[config.mk]
export PLATFORM = sky130hd
export DESIGN_NAME = multi_mode_crc_engine_top
export DESIGN_NICKNAME = d
export VERILOG_FILES = /design/src/mmcrc_pkg.sv /design/src/multi_mode_crc_engine_top.sv
export SDC_FILE = /design/constraint.sdc
export NUM_CORES = 1
export LEC_CHECK = 0
export BUFFER_PORTS_ARGS = -buffer_cell sky130_fd_sc_hd__buf_2
export CELL_PAD_IN_SITES_DETAIL_PLACEMENT = 0
export CELL_PAD_IN_SITES_GLOBAL_PLACEMENT = 1
export CORE_ASPECT_RATIO = 0.9
export CORE_MARGIN = 10
export CORE_UTILIZATION = 44
export DETAILED_ROUTE_END_ITERATION = 10
export HOLD_SLACK_MARGIN = 0.08
export PLACE_DENSITY = 0.93
export SKIP_CTS_REPAIR_TIMING = 1
export SLEW_MARGIN = 40
export SYNTH_ARGS = -nofsm -noshare
export SYNTH_HDL_FRONTEND = slang
export SYNTH_SLANG_ARGS = --single-unit
[constraint.sdc]
create_clock -name clk -period 3.25 [get_ports clk]
set_clock_uncertainty 0.15 [all_clocks]
set_input_delay 0 -clock clk [delete_from_list [all_inputs] [get_ports clk]]
set_output_delay 0 -clock clk [all_outputs]
set_load 0.1 [all_outputs]
[src/mmcrc_pkg.sv]
// package for the multi-mode crc engine: mode codes, register indexes,
// polynomial constants and the byte-wide crc update functions
// no dependencies
package mmcrc_pkg;

    // mode codes held in the crc_mode register
    localparam logic [2:0] MODE_CRC8   = 3'd0;
    localparam logic [2:0] MODE_CRC16  = 3'd1;
    localparam logic [2:0] MODE_CCITT  = 3'd2;
    localparam logic [2:0] MODE_KERMIT = 3'd3;
    localparam logic [2:0] MODE_CRC32  = 3'd4;

    // register index, taken from paddr bit 2
    localparam logic REG_CRC_MODE   = 1'b0;
    localparam logic REG_BIG_ENDIAN = 1'b1;

    // polynomials and fixed values
    localparam logic [7:0]  CRC8_POLY   = 8'hD5;
    localparam logic [15:0] CRC16_POLY  = 16'hA001;
    localparam logic [15:0] CCITT_POLY  = 16'h1021;
    localparam logic [15:0] KERMIT_POLY = 16'h8408;
    localparam logic [31:0] CRC32_POLY  = 32'hEDB88320;
    localparam logic [31:0] CRC32_INIT  = 32'hFFFFFFFF;
    localparam logic [7:0]  CRC8_XOROUT = 8'hFF;

    // reset values of the configuration registers
    localparam logic [2:0] CRC_MODE_RST   = MODE_CRC32;
    localparam logic       BIG_ENDIAN_RST = 1'b1;

    // 8-bit msb-first update, one byte
    function automatic logic [7:0] crc8_msb(input logic [7:0] crc, input logic [7:0] data);
        logic [7:0] r;
        r = crc ^ data;
        for (int k = 0; k < 8; k++) begin
            r = r[7] ? ({r[6:0], 1'b0} ^ CRC8_POLY) : {r[6:0], 1'b0};
        end
        return r;
    endfunction

    // 16-bit msb-first update, one byte
    function automatic logic [15:0] crc16_msb(input logic [15:0] crc, input logic [7:0] data,
                                              input logic [15:0] poly);
        logic [15:0] r;
        r = crc ^ {data, 8'h00};
        for (int k = 0; k < 8; k++) begin
            r = r[15] ? ({r[14:0], 1'b0} ^ poly) : {r[14:0], 1'b0};
        end
        return r;
    endfunction

    // 16-bit reflected update, one byte
    function automatic logic [15:0] crc16_lsb(input logic [15:0] crc, input logic [7:0] data,
                                              input logic [15:0] poly);
        logic [15:0] r;
        r = crc ^ {8'h00, data};
        for (int k = 0; k < 8; k++) begin
            r = r[0] ? ({1'b0, r[15:1]} ^ poly) : {1'b0, r[15:1]};
        end
        return r;
    endfunction

    // 32-bit reflected update, one byte
    function automatic logic [31:0] crc32_lsb(input logic [31:0] crc, input logic [7:0] data);
        logic [31:0] r;
        r = crc ^ {24'h000000, data};
        for (int k = 0; k < 8; k++) begin
            r = r[0] ? ({1'b0, r[31:1]} ^ CRC32_POLY) : {1'b0, r[31:1]};
        end
        return r;
    endfunction

endpackage

[src/multi_mode_crc_engine_top.sv]
// top level of the multi-mode crc engine: apb config registers, input stage,
// byte-wide crc update and result register
// depends on mmcrc_pkg
//
// Byte-wise CRC engine with five modes selected by crc_mode (0 CRC-8, 1 CRC-16,
// 2 CCITT, 3 Kermit, 4 CRC-32; codes 5 to 7 act as CRC-32). It takes one byte
// per cycle, but a chunk_end byte stalls while the result register is full and
// not taken: a byte lands in the input stage, the eight-bit update of the
// single running crc register is done from there, and a byte marked chunk_end
// loads the finished value into the result register. The running register is
// what limits the rate to one byte per cycle. restart reloads the mode's initial
// value before its byte; writing crc_mode reloads it too. With big_endian at 0
// 16- and 32-bit results come out byte-swapped. Write configuration only while
// no transfer is in flight.
module multi_mode_crc_engine_top
    import mmcrc_pkg::*;
(
    input  logic        clk,
    input  logic        rst_n,
    // apb configuration port
    input  logic        psel,
    input  logic        penable,
    input  logic        pwrite,
    input  logic [2:0]  paddr,
    input  logic [31:0] pwdata,
    output logic [31:0] prdata,
    output logic        pready,
    // input channel
    input  logic        in_valid,
    output logic        in_ready,
    input  logic [7:0]  data_byte,
    input  logic        restart,
    input  logic        chunk_end,
    // result channel
    output logic        out_valid,
    input  logic        out_ready,
    output logic [31:0] crc_value
);

    logic [2:0]  crc_mode_reg;
    logic        big_endian_reg;
    logic [31:0] crc_reg;
    logic [31:0] crc_next;

    logic        stage_valid_reg;
    logic [7:0]  stage_data_reg;
    logic        stage_restart_reg;
    logic        stage_last_reg;

    logic        out_valid_reg;
    logic [31:0] crc_value_reg;

    logic        cfg_wr;
    logic        mode_wr;
    logic        stage_adv;
    logic        in_xfer;
    logic [2:0]  eff_mode;
    logic [2:0]  new_mode;
    logic [31:0] new_init;
    logic [31:0] crc_base;
    logic [31:0] res_raw;
    logic [31:0] res_final;

    // apb decode
    assign pready  = 1'b1;
    assign cfg_wr  = psel && penable && pwrite;
    assign mode_wr = cfg_wr && (paddr[2] == REG_CRC_MODE);
    assign new_mode = pwdata[2:0];
    assign new_init = (new_mode >= MODE_CRC32) ? CRC32_INIT : 32'h00000000;

    // register readback
    always_comb
    begin
        unique case (paddr[2])
            REG_CRC_MODE:   prdata = {29'h0, crc_mode_reg};
            REG_BIG_ENDIAN: prdata = {31'h0, big_endian_reg};
            default:        prdata = 32'h00000000;
        endcase
    end

    // configuration registers
    always_ff @(posedge clk or negedge rst_n)
    begin
        if (!rst_n)
        begin
            crc_mode_reg   <= CRC_MODE_RST;
            big_endian_reg <= BIG_ENDIAN_RST;
        end
        else if (cfg_wr)
        begin
            if (paddr[2] == REG_CRC_MODE)
            begin
                crc_mode_reg <= new_mode;
            end
            else
            begin
                big_endian_reg <= pwdata[0];
            end
        end
    end

    // handshake: stage moves on unless it holds a chunk end and the result slot is busy
    assign stage_adv = stage_valid_reg && (!stage_last_reg || !out_valid_reg || out_ready);
    assign in_ready  = !stage_valid_reg || stage_adv;
    assign in_xfer   = in_valid && in_ready;

    // input stage
    always_ff @(posedge clk or negedge rst_n)
    begin
        if (!rst_n)
        begin
            stage_valid_reg <= 1'b0;
        end
        else if (in_ready)
        begin
            stage_valid_reg <= in_valid;
        end
    end

    always_ff @(posedge clk)
    begin
        if (in_xfer)
        begin
            stage_data_reg    <= data_byte;
            stage_restart_reg <= restart;
            stage_last_reg    <= chunk_end;
        end
    end

    // byte update of the running crc
    always_comb
    begin
        eff_mode = (crc_mode_reg > MODE_CRC32) ? MODE_CRC32 : crc_mode_reg;
        if (stage_restart_reg)
        begin
            crc_base = (eff_mode == MODE_CRC32) ? CRC32_INIT : 32'h00000000;
        end
        else
        begin
            crc_base = crc_reg;
        end
        unique case (eff_mode)
            MODE_CRC8:
            begin
                crc_next = {24'h0, crc8_msb(crc_base[7:0], stage_data_reg)};
                res_raw  = crc_next ^ {24'h0, CRC8_XOROUT};
            end
            MODE_CRC16:
            begin
                crc_next = {16'h0, crc16_lsb(crc_base[15:0], stage_data_reg, CRC16_POLY)};
                res_raw  = crc_next;
            end
            MODE_CCITT:
            begin
                crc_next = {16'h0, crc16_msb(crc_base[15:0], stage_data_reg, CCITT_POLY)};
                res_raw  = crc_next;
            end
            MODE_KERMIT:
            begin
                crc_next = {16'h0, crc16_lsb(crc_base[15:0], stage_data_reg, KERMIT_POLY)};
                res_raw  = crc_next;
            end
            default:
            begin
                crc_next = crc32_lsb(crc_base, stage_data_reg);
                res_raw  = ~crc_next;
            end
        endcase
    end

    // optional byte swap; an 8-bit result is never swapped
    always_comb
    begin
        if (big_endian_reg || (eff_mode == MODE_CRC8))
        begin
            res_final = res_raw;
        end
        else if (eff_mode == MODE_CRC32)
        begin
            res_final = {res_raw[7:0], res_raw[15:8], res_raw[23:16], res_raw[31:24]};
        end
        else
        begin
            res_final = {16'h0, res_raw[7:0], res_raw[15:8]};
        end
    end

    // running crc register; a mode write reloads the initial value
    always_ff @(posedge clk or negedge rst_n)
    begin
        if (!rst_n)
        begin
            crc_reg <= CRC32_INIT;
        end
        else if (mode_wr)
        begin
            crc_reg <= new_init;
        end
        else if (stage_adv)
        begin
            crc_reg <= crc_next;
        end
    end

    // result register
    always_ff @(posedge clk or negedge rst_n)
    begin
        if (!rst_n)
        begin
            out_valid_reg <= 1'b0;
        end
        else if (stage_adv && stage_last_reg)
        begin
            out_valid_reg <= 1'b1;
        end
        else if (out_ready)
        begin
            out_valid_reg <= 1'b0;
        end
    end

    always_ff @(posedge clk)
    begin
        if (stage_adv && stage_last_reg)
        begin
            crc_value_reg <= res_final;
        end
    end

    assign out_valid = out_valid_reg;
    assign crc_value = crc_value_reg;

`ifndef ASSERT_OFF
    // a mode write leaves the running crc at the new mode's initial value
    a_mode_reload: assert property (@(posedge clk) disable iff (!rst_n)
        mode_wr |=> (crc_reg == ((crc_mode_reg >= MODE_CRC32) ? CRC32_INIT : 32'h0)))
        else $error("crc register not reloaded after mode write");

    // narrow modes keep the unused upper bits of the running crc at zero
    a_narrow_upper: assert property (@(posedge clk) disable iff (!rst_n)
        (crc_mode_reg < MODE_CRC32) |-> (crc_reg[31:16] == 16'h0))
        else $error("upper crc bits set in a 16- or 8-bit mode");

    // a stalled chunk end stays in the input stage until the result slot frees
    a_stage_hold: assert property (@(posedge clk) disable iff (!rst_n)
        (stage_valid_reg && !stage_adv) |=> (stage_valid_reg && $stable(stage_data_reg)))
        else $error("stalled byte lost from input stage");
`endif

endmodule
==> results of run 1 <==
==> cells by family after synthesis <==
family                 share of synthesized area (%)
AND/OR/NAND/NOR                                 13.4
flip-flops                                      32.9
buffers and inverters                           7.40
other                                          0.110
XOR/XNOR                                        25.2
multiplexers                                    2.14
AO/OA/AOI/OAI                                   18.8
==> per-layer routing <==
metal	vias up	track usage, %	share of wire, %
li1	2718	-	-
met1	2872	28.6	39
met2	445	31.9	45
met3	80	6.07	12
met4	0	8.15	4.3
met5	-	0	0
==> placed cells by master, fill, tap and decap left out, types with 4 or more instances in the layout <==
cell type,instances
buf_2,56
a31oi_1,4
dfstp_2,34
xnor3_1,16
mux2i_1,9
nand2b_1,5
a21o_1,13
o21ai_1,12
and2_1,11
nand2_1,58
clkbuf_16,9
xor2_2,4
inv_1,5
conb_1,30
o2bb2ai_1,4
o211ai_1,5
o22ai_1,8
xor2_1,28
buf_4,52
nand3_1,15
nor2b_1,5
a21oi_1,47
and3_1,7
a221o_1,5
nor2_1,76
dlygate4sd3_1,24
edfxtp_1,42
o21ai_0,38
xnor2_1,95
a211o_1,6
o21a_1,6
or2_2,4
a211oi_1,16
dfrtp_1,4
nor3_1,14
==> stage by stage <==
| step | utilization (%) | worst slack [ns] | total power, uW |
|---|---|---|---|
| floorplan | - | 0.245 | 6730 |
| global placement | 48.0 | 0.183 | 8170 |
| detailed placement | 48.0 | 0.175 | 8240 |
| CTS | 49.9 | 0.150 | 9270 |
| global route | 51.6 | 0.134 | 9880 |
| finish | 51.6 | 0.210 | 9470 |
==> path summary, 6_finish.rpt <==
check	startpoint	to	slack [ns]	depth (start not counted)
max in group asynchronous	rst_n	crc_mode_reg[1]$_DFFE_PN0P_	1.72	3
worst min-delay path	data_byte[4]	stage_data_reg[4]$_DFFE_PP_	0.21	2
min in group asynchronous	rst_n	crc_reg[16]$_DFFE_PN1P_	0.33	2
worst max-delay path	stage_restart_reg$_DFFE_PP_	crc_value[10]$_DFFE_PP_	0.21	9
worst min register to register	crc_reg[16]$_DFFE_PN1P_	crc_reg[16]$_DFFE_PN1P_	0.33	2
worst max register to register	stage_restart_reg$_DFFE_PP_	crc_value[10]$_DFFE_PP_	0.21	9
==> final cells by class <==
| cell class | instances | area, sq um | area share (%) |
|---|---|---|---|
| Multi-Input combinational cell | 597 | 4190 | 53.0 |
| Inverter | 6 | 22.5 | 0.285 |
| Tap cell | 202 | 253 | 3.20 |
| Sequential cell | 80 | 2250 | 28.5 |
| Clock inverter | 7 | 55.1 | 0.696 |
| Clock buffer | 9 | 225 | 2.85 |
| Timing Repair Buffer | 132 | 911 | 11.5 |
==> power by group <==
part	switching (uW)	internal (uW)	total, uW
sequential	408	1570	1980
clock	459	525	984
combinational	3850	2660	6510
total	4720	4760	9470
==> critical path: cells and delay by family, from the launching register on <==
| kind | cells | cell delay [ns] |
|---|---|---|
| buf+inv | 3 | 0.58 |
| flops | 1 | 0.46 |
| compound gates | 3 | 0.62 |
| xor+xnor | 2 | 0.46 |
| simple gates | 1 | 0.51 |
==> metrics, run 1 <==
cell area after layout slightly below 8000 sq um; most common cell in the netlist xnor2_1; RSZ-0062 raised after global routing false; required time at the worst-slack endpoint 3.19 ns; die height around 140 microns; Hold Fails Final Rpt 0; post-synth top area cell edfxtp_1; Reg clk slew, reported paths 0.06 ns; number of diodes 0; Core Rows 43; fraction of layout cells with a size suffix above 1 between 20% and 30%; crit path time final about 3.0 ns; leakage power approximately 0.0032 uW; Yosys reg bits 80; Cell Area, Synth roughly 6800 sq um; top cells by area, synth edfxtp_1 18%, dfstp_2 13%, xnor2_1 12%; slowest stage cell on the critical path nor2_1; die width ~150 microns; Cell Count, Final, Fillers Out roughly 1000; initial core utilization between 40% and 50%; status completed; worst-margin pin slew around 0.87 ns; CTS tree yes; drt initial violations 689; asr flop ratio synth a little under half; clock buffer depth 2; Slew Limit Fails 0; CTS sink cnt 80; Global Route Usage Sum approximately 21%; Fin Setup TNS 0 ns; TritonRoute pass-1 iters 7; largest net degree at the start of global routing 51; CP max FO 11; wire per inst ~22 microns; DRC viols 0; I/O Buffers 57; Final setup viols 0; crit-path cells buf_4, inv_2, buf_4, a21oi_1, nor2_1, xnor2_1, xnor2_1, a211oi_1, o21ai_1; Overflow after GRT 0; EDFF count, synth 42; Num CTS Buffers 9; yosys warns 0; Netlist cell types between 60 and 70; htree depth 3; initial antenna violation count 0; via count 6115; Slew headroom about two fifths; placed insts a little under 1000; Top FF cell, synth edfxtp_1; syn avg cell area just over 9 sq um; WP data arrival between 2 and 3 ns; routed wire length 23.1 mm; vias in the first global route 5675; routability cong. ~1.0; first-pass GRT wire length 34.2 mm; Max Cap Violations 0; Fillers between 1000 and 1500; worst min-delay path class input pin to flip-flop; synth cell count leaders 95 x xnor2_1, 76 x nor2_1, 58 x nand2_1; Final Cycle Share between 90% and 100%; area delta synth->final 15.6%; Synth top area share a little under a fifth; worst hold slack 0.209 ns; Nets 878; later-pin clock latency in the skew report about 0.36 ns; Max stage delay on crit path between 0.5 and 0.6 ns; dpl hpwl between 15 and 20 mm; achievable clock frequency around 330 MHz; Cell Area, Placed around 7400 sq um; pwr dens around 1200 nW/um^2; die area about 21000 sq um; post-route ant nets 0; register area share after synthesis 32.9%; vias per inst roughly 5.9; Synth Instances about 750; Setup crit start kind flip-flop; Setup crit end kind flip-flop; io pins ~120; CP Class flip-flop to flip-flop; CTS Root Cell clkbuf_16; maximum VDD drop 0.575 mV; core area approximately 15000 sq um
No activity file was read; power rests on OpenSTA's default activity.
==> run 2: changes to the inputs <==
--- a/config.mk
+++ b/config.mk
@@ -10,10 +10,10 @@
 export CELL_PAD_IN_SITES_GLOBAL_PLACEMENT = 1
 export CORE_ASPECT_RATIO = 0.9
 export CORE_MARGIN = 10
-export CORE_UTILIZATION = 44
+export CORE_UTILIZATION = 26
 export DETAILED_ROUTE_END_ITERATION = 10
 export HOLD_SLACK_MARGIN = 0.08
-export PLACE_DENSITY = 0.93
+export PLACE_DENSITY = 0.64
 export SKIP_CTS_REPAIR_TIMING = 1
 export SLEW_MARGIN = 40
 export SYNTH_ARGS = -nofsm -noshare
==> run 2 against run 1 <==
Via count shrank 3.5%; total power is 3.0% higher; non-clock buffer count grew 5; register-to-register slack got worse by 0.03 ns; final cell count grew 15%; critical endpoint is now crc_reg[4]$_DFFE_PN1P_; highest routed layer unchanged.
==> metrics, run 2 (same netlist as run 1, synthesis figures left out) <==
Cell Area, Placed 7650 sq um (+3.8%); hold depth 5 (+3); cell area after layout 8200 sq um (+3.7%); CTS tree yes; die width 191 microns (+26%); crit path time final 3.07 ns (+0.0334 ns); core area 26000 sq um (+70%); initial antenna violation count 0 (unchanged); CP Class flip-flop to flip-flop; pwr dens 1190 nW/um^2 (-0.66%); Setup crit start kind flip-flop; switching power of the nets 4800 uW (+1.9%); routability cong. 0.961 (-4.6%); combinational group share of total power 68.4% (-0.3 points); initial core utilization 26.3% (-18 points); switch share 49.2% (-0.53 points); TritonRoute pass-1 iters 7 (unchanged); slowest stage cell on the critical path xor3_1; worst-margin pin slew 0.919 ns (+0.0462 ns); Crit path buffers/inverters 1 (-2); WP depth 8 (-1); Max Cap Violations 0 (unchanged); clock buffer depth 2 (unchanged); R2R Setup Slk 0.18 ns (-0.03 ns); achievable clock frequency 325 MHz (-1.1%); Worst R2R Path Depth 8 (-1); largest net degree at the start of global routing 55 (+7.8%); Final Cycle Share 94.6% (+1.0 points); drt initial violations 523 (-24%); vias per inst 4.99 (-16%); die area 33200 sq um (+59%); CTS Root Cell clkbuf_16; Hold Fails Final Rpt 0 (unchanged); later-pin clock latency in the skew report 0.36 ns (about the same); io pins 119 (unchanged); Setup crit end kind flip-flop; Fillers 2716 (+93%); Hold Path Origin pwrite; htree depth 3 (unchanged); number of diodes 0 (unchanged); clock share of power 11.6% (+1.2 points); RSZ-0062 raised after global routing false; Overflow after GRT 0 (unchanged); DRC viols 0 (unchanged); routed wire length 25.9 mm (+12%); Crit path max-delay family XOR/XNOR gates; CTS sink cnt 80 (unchanged); crit-path cells buf_12, mux2i_1, xnor2_2, xnor3_1, xor3_1, a221o_1, nor2_1, o21ai_1; Nets 883 (+0.57%); Core Rows 56 (+30%); Final setup viols 0 (unchanged); Max stage delay on crit path 0.54 ns (+0.03 ns); sequential fraction of design power 20.0% (-0.9 points); WHS Endpoint crc_mode_reg[0]$_DFFE_PN0P_; required time at the worst-slack endpoint 3.35 ns (+0.16 ns); status completed; via count 5904 (-3.5%); WP data arrival 3.18 ns (+0.20 ns); dpl hpwl 19.4 mm (+17%); Slew Limit Fails 0 (unchanged); most common library cell in the layout ignoring fill and taps xnor2_1; post-route ant nets 0 (unchanged); most frequent cells in the layout 95 x xnor2_1, 76 x nor2_1, 58 x nand2_1, 57 x buf_2, 55 x buf_4; area delta synth->final 19.8%; worst hold slack 0.0633 ns (-0.146 ns); fraction of layout cells with a size suffix above 1 22.6% (+0.59 points); first-pass GRT wire length 37.7 mm (+10%); maximum VDD drop 0.336 mV (-41%); Reg clk slew, reported paths 0.07 ns (about the same); wire per inst 21.9 microns (-2.1%); Slew headroom 38.3% (-3.5 points); die height 174 microns (+26%); Pint 4950 uW (+4.1%); Fin Setup TNS 0 ns (unchanged); worst min-delay path class input pin to flip-flop; I/O Buffers 57 (unchanged); leakage power 0.00328 uW (+1.5%); Num CTS Buffers 9 (unchanged); Global Route Usage Sum 15.2% (-6.2 points); CP max FO 54 (+43); reg-to-reg critical path startpoint stage_restart_reg$_DFFE_PP_; vias in the first global route 5666 (-0.16%); Reg2Reg Capture Point crc_reg[4]$_DFFE_PN1P_
run 2: changes by cell type in the layout (fill, tap and decap cells not counted), sizes merged:
cell,delta
clkinvlp,+2
bufinv,+2
dlygate4sd3,-1
buf,+6
inv,-2
clkinv,-2
run 2: layout make-up:
class / count / area, sq um / area share (%)
timing repair buffer: 137 / 976 / 11.9
clock buffer: 9 / 225 / 2.75
multi-input combinational: 597 / 4190 / 51.1
inverter: 6 / 22.5 / 0.275
tap: 348 / 435 / 5.31
clock inverter: 7 / 96.3 / 1.18
sequential: 80 / 2250 / 27.5
run 2: power groups by stage:
stage | combinational, uW | sequential, uW | clock [uW]
5_1_grt | 7070 | 1990 | 1200
3_5_place_dp | 6510 | 1960 | 0
3_3_place_gp | 6520 | 1960 | 0
6_report | 6670 | 1950 | 1130
2_1_floorplan | 4450 | 2280 | 0
4_1_cts | 6550 | 1940 | 1170
run 2: worst min-delay path, delay by kind of cell:
kind | cells | cell delay (ns)
AOI/OAI and AO/OA | 1 | 0.08
buffers and inverters | 2 | 0.25
and+or+nand+nor | 2 | 0.19
run 2: layer usage:
layer  global-route usage [%]  routed length, microns  vias up
met5                        0                       0        -
met4                     5.77                     680        0
met3                     3.12                    1890       41
met2                     22.4                   11300      242
met1                     21.2                   12000     2896
li1                         -                       -     2725
run 2: how the worst max path moves through the flow:
stage | from | end | slack [ns]
2_1_floorplan | out_valid$_DFFE_PN0P_ | stage_data_reg[0]$_DFFE_PP_ | 0.25
3_3_place_gp | crc_reg[1]$_DFFE_PN1P_ | crc_value[10]$_DFFE_PP_ | 0.22
3_5_place_dp | crc_reg[1]$_DFFE_PN1P_ | crc_value[10]$_DFFE_PP_ | 0.20
4_1_cts | crc_reg[1]$_DFFE_PN1P_ | crc_value[10]$_DFFE_PP_ | 0.18
5_1_grt | crc_reg[1]$_DFFE_PN1P_ | crc_value[12]$_DFFE_PP_ | 0.01
6_report | stage_restart_reg$_DFFE_PP_ | crc_reg[4]$_DFFE_PN1P_ | 0.18
run 2: stage by stage:
step / setup slack, ns / util, % / total power (uW) / cells
2_1_floorplan: 0.245 / - / 6730 / 773
3_3_place_gp: 0.216 / 29.3 / 8480 / 1144
3_5_place_dp: 0.196 / 29.4 / 8470 / 1145
4_1_cts: 0.178 / 30.7 / 9660 / 1161
5_1_grt: 0.0140 / 31.5 / 10300 / 1184
6_report: 0.176 / 31.5 / 9760 / 1184
==> run 3: changes to the inputs <==
--- a/config.mk
+++ b/config.mk
@@ -5,7 +5,7 @@
 export SDC_FILE = /design/constraint.sdc
 export NUM_CORES = 1
 export LEC_CHECK = 0
-export BUFFER_PORTS_ARGS = -buffer_cell sky130_fd_sc_hd__buf_2
+export BUFFER_PORTS_ARGS = -buffer_cell sky130_fd_sc_hd__buf_4
 export CELL_PAD_IN_SITES_DETAIL_PLACEMENT = 0
 export CELL_PAD_IN_SITES_GLOBAL_PLACEMENT = 1
 export CORE_ASPECT_RATIO = 0.9
==> run 3 against run 2 <==
Core utilization grew 0.51 points; critical path depth shrank 1; global-route usage shrank 0.079 points; total power shrank 0.59%; final cell count grew 0.51%; sequential share of layout area shrank 0.43 points; maximum frequency grew 0.77%; non-clock buffer count grew 6; clock-buffer cell count grew 2; largest power group unchanged; highest routed layer unchanged.
==> metrics, run 3 (same netlist as run 1, synthesis figures left out) <==
Reg clk slew, reported paths 0.07 ns (about the same); Core Rows 56 (unchanged); later-pin clock latency in the skew report 0.36 ns (about the same); slowest stage cell on the critical path edfxtp_1; crit-path cells xor2_2, nand3_1, and2_1, buf_4, xnor2_4, xnor3_1, a311o_1; via count 5894 (-0.17%); worst min-delay path class input pin to async pin; R2R Setup Slk 0.20 ns (+0.02 ns); PnR worst setup slack 0.200 ns (+0.0236 ns); Max Cap Violations 0 (unchanged); WP data arrival 3.01 ns (-0.17 ns); pwr dens 1160 nW/um^2 (-2.2%); Global Route Usage Sum 15.1% (-0.079 points); worst-margin pin slew 0.924 ns (+0.00492 ns); Slew Limit Fails 0 (unchanged); CP max FO 5 (-91%); die width 191 microns (unchanged); Crit path max-delay family XOR/XNOR gates; wire per inst 21.4 microns (-2.4%); CTS tree yes; maximum VDD drop 0.412 mV (+22%); post-layout util 32.0% (+0.51 points); status completed; post-route ant nets 0 (unchanged); drt initial violations 462 (-12%); I/O Buffers 57 (unchanged); die height 174 microns (unchanged); vias per inst 4.95 (-0.67%); CTS sink cnt 80 (unchanged); Setup crit end kind flip-flop; clock buffer depth 2 (unchanged); io pins 119 (unchanged); Setup crit start kind flip-flop; initial core utilization 26.3% (unchanged); routability cong. 0.932 (-3.1%); Final Cycle Share 93.9% (-0.73 points); Fin Setup TNS 0 ns (unchanged); DRC viols 0 (unchanged); CTS Root Cell clkbuf_16; required time at the worst-slack endpoint 3.21 ns (-0.14 ns); CP Class flip-flop to flip-flop; worst hold slack 0.0667 ns (+0.00341 ns); most frequent cells in the layout 117 x buf_4, 94 x xnor2_1, 76 x nor2_1, 58 x nand2_1, 47 x a21oi_1; Hold Fails Final Rpt 0 (unchanged); Num CTS Buffers 9 (unchanged); Power Total 9700 uW (-0.59%); crit path time final 3.05 ns (-0.0236 ns); achievable clock frequency 328 MHz (+0.77%); largest net degree at the start of global routing 39 (-29%); Nets 889 (+0.68%); Overflow after GRT 0 (unchanged); die area 33200 sq um (unchanged); Slew headroom 37.9% (-0.33 points); number of diodes 0 (unchanged); Crit path buffers/inverters 1 (unchanged); leakage power 0.00334 uW (+1.8%); area delta synth->final 21.7%; vias in the first global route 5711 (+0.79%); routed wire length 25.4 mm (-1.9%); fraction of layout cells with a size suffix above 1 23.0% (+0.43 points); TritonRoute pass-1 iters 5 (-2); core area 26000 sq um (unchanged); dpl hpwl 19.2 mm (-1.4%); first-pass GRT wire length 37.7 mm (about the same); RSZ-0062 raised after global routing false; pre-CTS setup slack 0.0104 ns (-0.185 ns); initial antenna violation count 0 (unchanged); Max stage delay on crit path 0.55 ns (about the same); htree depth 3 (unchanged); Final setup viols 0 (unchanged); most common library cell in the layout ignoring fill and taps buf_4
## run 3: worst paths after layout
kind | start | to | cells past startpoint
max | stage_data_reg[1]$_DFFE_PP_ | crc_value[12]$_DFFE_PP_ | 7
min | rst_n | crc_mode_reg[0]$_DFFE_PN0P_ | 2
max reg2reg | stage_data_reg[1]$_DFFE_PP_ | crc_value[12]$_DFFE_PP_ | 7
min reg2reg | crc_reg[16]$_DFFE_PN1P_ | crc_reg[16]$_DFFE_PN1P_ | 2
max in group asynchronous | rst_n | crc_mode_reg[1]$_DFFE_PN0P_ | 2
min in group clk | chunk_end | stage_last_reg$_DFFE_PP_ | 2
## run 3: layer usage
layer	global-route usage, %	vias up	wire [microns]
li1	-	2729	-
met1	20.8	2895	11600
met2	22.9	246	11500
met3	3.66	24	1940
met4	4.16	0	436
met5	0	-	0
## run 3: cell type report
class / count / area, sq um
fill: 2691 / 17700
multi-input combinational: 597 / 4200
sequential: 80 / 2250
timing repair buffer: 143 / 1150
tap: 348 / 435
clock buffer: 11 / 233
clock inverter: 5 / 35.0
inverter: 6 / 22.5
## run 3: report_power, final
| group | internal [uW] | switching [uW] |
|---|---|---|
| Combinational | 2820 | 3940 |
| Sequential | 1570 | 379 |
| Clock | 519 | 463 |
| Total | 4910 | 4780 |
## run 3: metrics by stage
stage | cells | area, sq um
global placement | 1150 | 7820
finish | 1190 | 8330
floorplan | 773 | 6950
global route | 1190 | 8330
CTS | 1166 | 8090
detailed placement | 1150 | 7820
## run 3: worst reg2reg max path, delay by kind of cell (launching register included)
kind                   cells  cell delay, ns
AND/OR/NAND/NOR            2            0.45
buffers and inverters      1            0.17
flip-flops                 1            0.55
AO/OA/AOI/OAI              1            0.37
XOR/XNOR                   3            1.11
